**src/rtl/bb3_pkg.sv**
```systemverilog
// shared constants, types and the reciprocal table for the 3x3 box blur
package bb3_pkg;

   localparam int MAX_WIDTH    = 2048;
   localparam int CHANNEL_BITS = 8;
   localparam int NUM_CHANNELS = 3;
   localparam int PIX_BITS     = NUM_CHANNELS * CHANNEL_BITS;
   localparam int COL_BITS     = $clog2(MAX_WIDTH);
   localparam int WIDTH_BITS   = COL_BITS + 1;
   localparam int CFG_BITS     = 12;
   localparam int ROW_BITS     = CFG_BITS;
   localparam int WIN_TAPS     = 9;

   // sum of up to nine channel values, doubled and rounded
   localparam int SUM_BITS     = $clog2(WIN_TAPS * ((1 << CHANNEL_BITS) - 1) + 1);
   localparam int NUM_BITS     = SUM_BITS + 1;
   localparam int COUNT_BITS   = 4;
   localparam int RECIP_SHIFT  = 18;
   localparam int RECIP_BITS   = RECIP_SHIFT;
   localparam int PROD_BITS    = NUM_BITS + RECIP_BITS;

   // configuration register indexes
   localparam int CSR_INDEX_BITS = 1;
   localparam logic [CSR_INDEX_BITS-1:0] REG_IMAGE_WIDTH  = 1'd0;
   localparam logic [CSR_INDEX_BITS-1:0] REG_IMAGE_HEIGHT = 1'd1;

   localparam logic [CFG_BITS-1:0] RESET_IMAGE_WIDTH  = 12'd640;
   localparam logic [CFG_BITS-1:0] RESET_IMAGE_HEIGHT = 12'd480;

   typedef logic [PIX_BITS-1:0] pix_type;
   typedef logic [WIN_TAPS-1:0][PIX_BITS-1:0] window_type;

   // which window rows and columns count for one result, plus its flags
   typedef struct packed {
      logic [2:0] row_mask;
      logic [2:0] col_mask;
      logic       eof;
      logic       last;
   } sel_type;

   // ceil(2^RECIP_SHIFT / (2*n)): exact floor division for numerators below 2^13
   function automatic logic [RECIP_BITS-1:0] recip(input logic [COUNT_BITS-1:0] n);
      logic [RECIP_BITS-1:0] r;
      unique case (n)
         4'd2:    r = 18'd65536;
         4'd3:    r = 18'd43691;
         4'd4:    r = 18'd32768;
         4'd6:    r = 18'd21846;
         4'd9:    r = 18'd14564;
         default: r = 18'd131072;
      endcase
      return r;
   endfunction

endpackage

```
**src/rtl/bb3_mean.sv**
```systemverilog
// masked window sums, then rounded mean by reciprocal multiply
module bb3_mean (
   input  logic                                     clock,
   input  logic                                     sum_en,
   input  bb3_pkg::window_type                      window,
   input  bb3_pkg::sel_type                         sel,
   output logic [bb3_pkg::NUM_CHANNELS-1:0][bb3_pkg::CHANNEL_BITS-1:0] mean
);

   logic [bb3_pkg::NUM_CHANNELS-1:0][bb3_pkg::SUM_BITS-1:0] sum_in;
   logic [bb3_pkg::NUM_CHANNELS-1:0][bb3_pkg::SUM_BITS-1:0] sum_ff;
   logic [bb3_pkg::COUNT_BITS-1:0] count_in;
   logic [bb3_pkg::COUNT_BITS-1:0] count_ff;
   logic [1:0] rows_valid;
   logic [1:0] cols_valid;
   logic [bb3_pkg::RECIP_BITS-1:0] recip_val;

   always_comb begin
      for (int ch = 0; ch < bb3_pkg::NUM_CHANNELS; ch++) begin
         sum_in[ch] = '0;
         for (int ri = 0; ri < 3; ri++) begin
            for (int ci = 0; ci < 3; ci++) begin
               if (sel.row_mask[ri] && sel.col_mask[ci]) begin
                  sum_in[ch] = sum_in[ch] + bb3_pkg::SUM_BITS'(
                     window[ri*3+ci][ch*bb3_pkg::CHANNEL_BITS +: bb3_pkg::CHANNEL_BITS]);
               end
            end
         end
      end
      rows_valid = 2'($countones(sel.row_mask));
      cols_valid = 2'($countones(sel.col_mask));
      count_in   = bb3_pkg::COUNT_BITS'(rows_valid) * bb3_pkg::COUNT_BITS'(cols_valid);
   end

   always_ff @(posedge clock) begin
      if (sum_en) begin
         sum_ff   <= sum_in;
         count_ff <= count_in;
      end
   end

   assign recip_val = bb3_pkg::recip(count_ff);

   // (2*sum + n) / (2*n) with half-up rounding
   always_comb begin
      for (int ch = 0; ch < bb3_pkg::NUM_CHANNELS; ch++) begin
         logic [bb3_pkg::NUM_BITS-1:0]  numer;
         logic [bb3_pkg::PROD_BITS-1:0] prod;
         numer    = {sum_ff[ch], 1'b0} + bb3_pkg::NUM_BITS'(count_ff);
         prod     = bb3_pkg::PROD_BITS'(numer) * bb3_pkg::PROD_BITS'(recip_val);
         mean[ch] = prod[bb3_pkg::RECIP_SHIFT +: bb3_pkg::CHANNEL_BITS];
      end
   end

endmodule

```
**config.mk**
```make
export PLATFORM = sky130hd
export DESIGN_NAME = bb3_mean
export DESIGN_NICKNAME = d
export VERILOG_FILES = /design/src/rtl/bb3_pkg.sv /design/src/rtl/bb3_mean.sv
export SDC_FILE = /design/constraint.sdc
export NUM_CORES = 2
export LEC_CHECK = 0
export ABC_AREA = 1
export BUFFER_PORTS_ARGS = -buffer_cell sky130_fd_sc_hd__clkbuf_2
export CORE_MARGIN = 5
export CORE_UTILIZATION = 51
export CTS_CLUSTER_DIAMETER = 40
export DETAILED_ROUTE_END_ITERATION = 8
export PLACE_DENSITY_LB_ADDON = 0.25
export SKIP_LAST_GASP = 1
export SYNTH_ARGS = -nofsm -noshare
export SYNTH_HDL_FRONTEND = slang
export SYNTH_SLANG_ARGS = --single-unit
export TNS_END_PERCENT = 50
```
**constraint.sdc**
```tcl
create_clock -name clock -period 11.58 [get_ports clock]
set_input_delay 1.158 -clock clock [delete_from_list [all_inputs] [get_ports clock]]
set_output_delay 1.158 -clock clock [all_outputs]
set_load 0.01 [all_outputs]
```
== Word-level counts from Yosys, hierarchy flattened ==
Cells that the tools add are included.
Widths: inputs -> output; s select.

* Add/sub/neg operators: 31
* Multiply operators: 4
* Eq/ne operators: 5
* Muxes and demuxes: 28
* Reductions and logical operators: 9

{| class="wikitable"
|+ Operators with widths
! operator !! number
|-
| $add 12x8->12 || 24
|-
| $mux 12 || 24
|-
| $pmux 18 s5 || 1
|-
| $mul 13x18->26 || 3
|-
| $add 13x4->13 || 3
|-
| $mux 8 || 3
|-
| $logic_and 1x1->1 || 9
|-
| $eq 4x2->1 const B || 2
|-
| $eq 4x3->1 const B || 2
|-
| $add 1x1->2 || 2
|-
| $add 2x1->2 || 2
|-
| $eq 4x4->1 const B || 1
|-
| $mul 2x2->4 || 1
|}

* Flip-flop bits (word level): 40
* Logic and storage cells: 81

== Logic depth before layout (Yosys ltp) ==
* Word-level depth: 18
* Gate-level depth with buffers: 60
* Depth with buffers taken out: 60

== Least setup slack after synthesis ==
OpenSTA, ideal clock, no wires.

* Kind: input-to-reg
* Start point: input port sel[3] (netlist bit)
* End point: register sum_ff[35] (netlist bit), data pin
* Data arrival time: 8.880 ns
* Data required time: 11.327 ns
* Slack: 2.448 ns
* Stages: 48
* Path through: buf_2 -> nand2_4 -> inv_2 -> buf_8 -> buf_6 -> buf_6 -> nand2_1 -> nand2_1 -> ha_1 -> fa_1 -> inv_1 -> o21ai_2 -> inv_1 -> fa_1 -> o21ai_2 -> inv_1 -> fa_1 -> o21ai_2 -> (+12 left out) -> inv_1 -> ha_1 -> or2_2 -> a21oi_1 -> a21oi_1 -> ha_1 -> nand2_1 -> o21ai_0 -> nand2_1 -> nand2_1 -> a21oi_1 -> or2_2 -> a21oi_1 -> nand3_1 -> nor2_1 -> nand2_1 -> nor2_1 -> nor2_1

{| class="wikitable"
|+ RTL lines
! element !! RTL line !! source
|-
| from (decl) || bb3_mean.sv:6 || <nowiki>input bb3_pkg::sel_type sel,</nowiki>
|-
| to (signal assigned) || bb3_mean.sv:37 || <nowiki>sum_ff <= sum_in;</nowiki>
|-
| to (decl) || bb3_mean.sv:11 || <nowiki>logic [bb3_pkg::NUM_CHANNELS-1:0][bb3_pkg::SUM_BITS-1:0] sum_ff;</nowiki>
|}

==> qor.csv <==
stage;metric;value;unit
synth;synth.top_cells.by_area;fa_1, ha_1, inv_1;
power;power_density;156;nW/um^2
route;viasPerCell;5.14;
synth;yosysWarnings;0;
clock_tree;cts_tree;built;
run_status;status;finished clean;
place;dp_slack;1150;ps
clock_tree;cts_buffer_depth;2;
synth;async_flop_share;0;
route;vias;26400;
clock_tree;h-tree-depth;2;
route;wl_per_cell;16.0;um
synth;netlist.area_leader.share;0.314;
route;drt_iter0_drc;1511;
synth;syn_area_per_cell;7.37;um^2
sta;rsz0062_at_grt;false;
place;gp_congestion;0.952;
sta;finalSetupViolCount;0;
global_routing;grt_pass1_wl;135000;um
floorplanning;std_cell_rows;89;
global_routing;grt_pass1_vias;27200;
synth;synth-main-ff-cell;edfxtp_1;
floorplanning;io_pins;250;
synth;syn_area;30300;um^2
synth;seq_area_frac_synth;0.0396;
clock_tree;cts.clk_slew.worst_paths;50;ps
synth;synth_cell_type_count;67;
sta;tightest_slew;1390;ps
finish;drive_above_1_share;0.113;
sta;clock.fmax;0.0987;GHz
sta;hold_viol;0;
sta;fin_crit_sh;0.875;
clock_tree;cts_repair_resize_count;0;
floorplanning;die_h;254;um
place;io_buffers;247;
floorplanning;coreArea;59000;um^2
critical_path;crit_path_start_kind;input pin;
global_routing;grt-ovfl-total;0;
critical_path;critPathKind;input pin to flop;
sta;setup-tns-final;0;ps
job;cap_violations;0;
route;drc;0;
sta;maxSlewHeadroom;0.0724;
route;ant_nets;0;
clock_tree;clock_sinks;40;
synth;synthCells;4119;
floorplanning;initial_utilization;0.514;
synth;ys_ff_latch;40;
critical_path;end_kind;flop;
sta;setup_ws;1450;ps
global_routing;track_usage;0.259;
sta;layout_min_cycle_time;10130;ps
synth;synth_commonest_cells;inv_1, nand2_1, fa_1;
place;hpwlAfterDp;72700;um
critical_path;crit_arrival;10170;ps
clock_tree;cts_setup_buffers;0;
power;p_leak;17.8;nW
critical_path;crit_fanout;17;
global_routing;antenna_found_initial;34;
route;drt_wl_total;81900;um
floorplanning;die_w;254;um
finish;area_growth_syn_to_layout;7.70;%
clock_tree;cts_hold_buf;0;
worst_hold_path;hold_class;input pin to flop;
sta;hold_slack;1360;ps
critical_path;cpPeakStageDelay;520;ps
sta;slew_viol_final;0;
critical_path;cp_common_cell;inv_1;
critical_path;cp.required;11620;ps
route;firstDrtPassIters;5;
synth;synth-edff-count;40;
synth;yosysTopAreaCell;fa_1;
power;irDropWorstVdd;0.189;mV
global_routing;grt_start_max_net_pins;45;
critical_path;slowest_stage;fa_1;
finish;nets;5401;
clock_tree;numCtsBuffers;5;
clock_tree;clockRootBuffer;clkbuf_16;
synth;yosysMostFrequentCell;inv_1;
floorplanning;dieArea;64500;um^2
-- registers in the layout (all words and copies together), names as in the netlist --
register and count:
sum_ff 36, count_ff 4
-- critical path: cells and delay by family --
| family | cells | cell delay [ps] |
|---|---|---|
| buffers and inverters | 8 | 760 |
| AOI/OAI and AO/OA | 13 | 2130 |
| and+or+nand+nor | 15 | 2300 |
| xor gates and xnor gates | 1 | 180 |
| adders and majority gates | 9 | 3580 |
-- per-stage QoR --
stage | instances | power, mW | instance area [um^2] | util
2_1_floorplan | 4129 | 3.65 | 30400 | -
5_1_grt | 5123 | 5.81 | 32700 | 0.553
4_1_cts | 5113 | 5.12 | 32600 | 0.553
3_3_place_gp | 5106 | 4.83 | 32500 | 0.550
3_5_place_dp | 5106 | 4.91 | 32500 | 0.550
6_report | 5130 | 5.09 | 32700 | 0.554
-- cell type report --
type | instances | area, um^2
timing repair buffer | 265 | 1370
inverter | 983 | 3700
multi-input combinational | 3045 | 25200
sequential | 40 | 1200
tap | 773 | 967
clock buffer | 5 | 125
antenna | 17 | 42.5
fill | 5802 | 26300
clock inverter | 2 | 60.1
-- cells in the final DEF (no fill, tap or decap), types with 18 or more instances in the layout --
cell type,netlist,routed
fa_1,476,476
nand3_2,20,20
buf_4,1,18
nand4_1,34,34
or2_2,38,38
xor2_1,91,91
nand2_2,42,42
inv_1,955,955
a21oi_1,211,211
o21ai_1,32,32
nand3_1,180,180
clkbuf_2,0,247
nor3_1,27,27
a31oi_1,25,24
nor2_1,333,331
o21ai_2,32,32
nand2_4,18,18
inv_2,18,18
ha_1,359,359
o21ai_0,89,89
edfxtp_1,40,40
nand2_1,827,827
xnor2_1,50,50
-- cells by family after synthesis --
family / Yosys count / synth area share
AO/OA/AOI/OAI: 491 / 0.0982
XOR/XNOR: 141 / 0.0407
adder cells (fa/ha/maj): 835 / 0.462
buffers and inverters: 1044 / 0.132
flip-flops: 40 / 0.0396
multiplexers: 1 / 0.000330
other: 2 / 0.000247
AND/OR/NAND/NOR: 1565 / 0.227
-- per-layer routing --
layer  vias up  wire length [um]  global-route usage
li1      13200                 -                   -
met1     12300             33500               0.324
met2       691             39800               0.456
met3       152              5890              0.0569
met4        32              2440              0.0697
met5         -               218                   0
-- power breakdown --
group          leakage [nW]  total (mW)  switching, mW  internal [mW]
clock network        0.0900       0.174         0.0519          0.122
registers             0.388       0.225         0.0255          0.200
logic                  17.3        4.69           2.89           1.80
-- worst paths after layout --
path | start | to | slack [ps] | cells past startpoint
worst max-delay path | sel[2] | sum_ff[35] | 1450 | 46
worst min-delay path | window[209] | sum_ff[25] | 1360 | 4
Power figures use the tool's default switching activity.
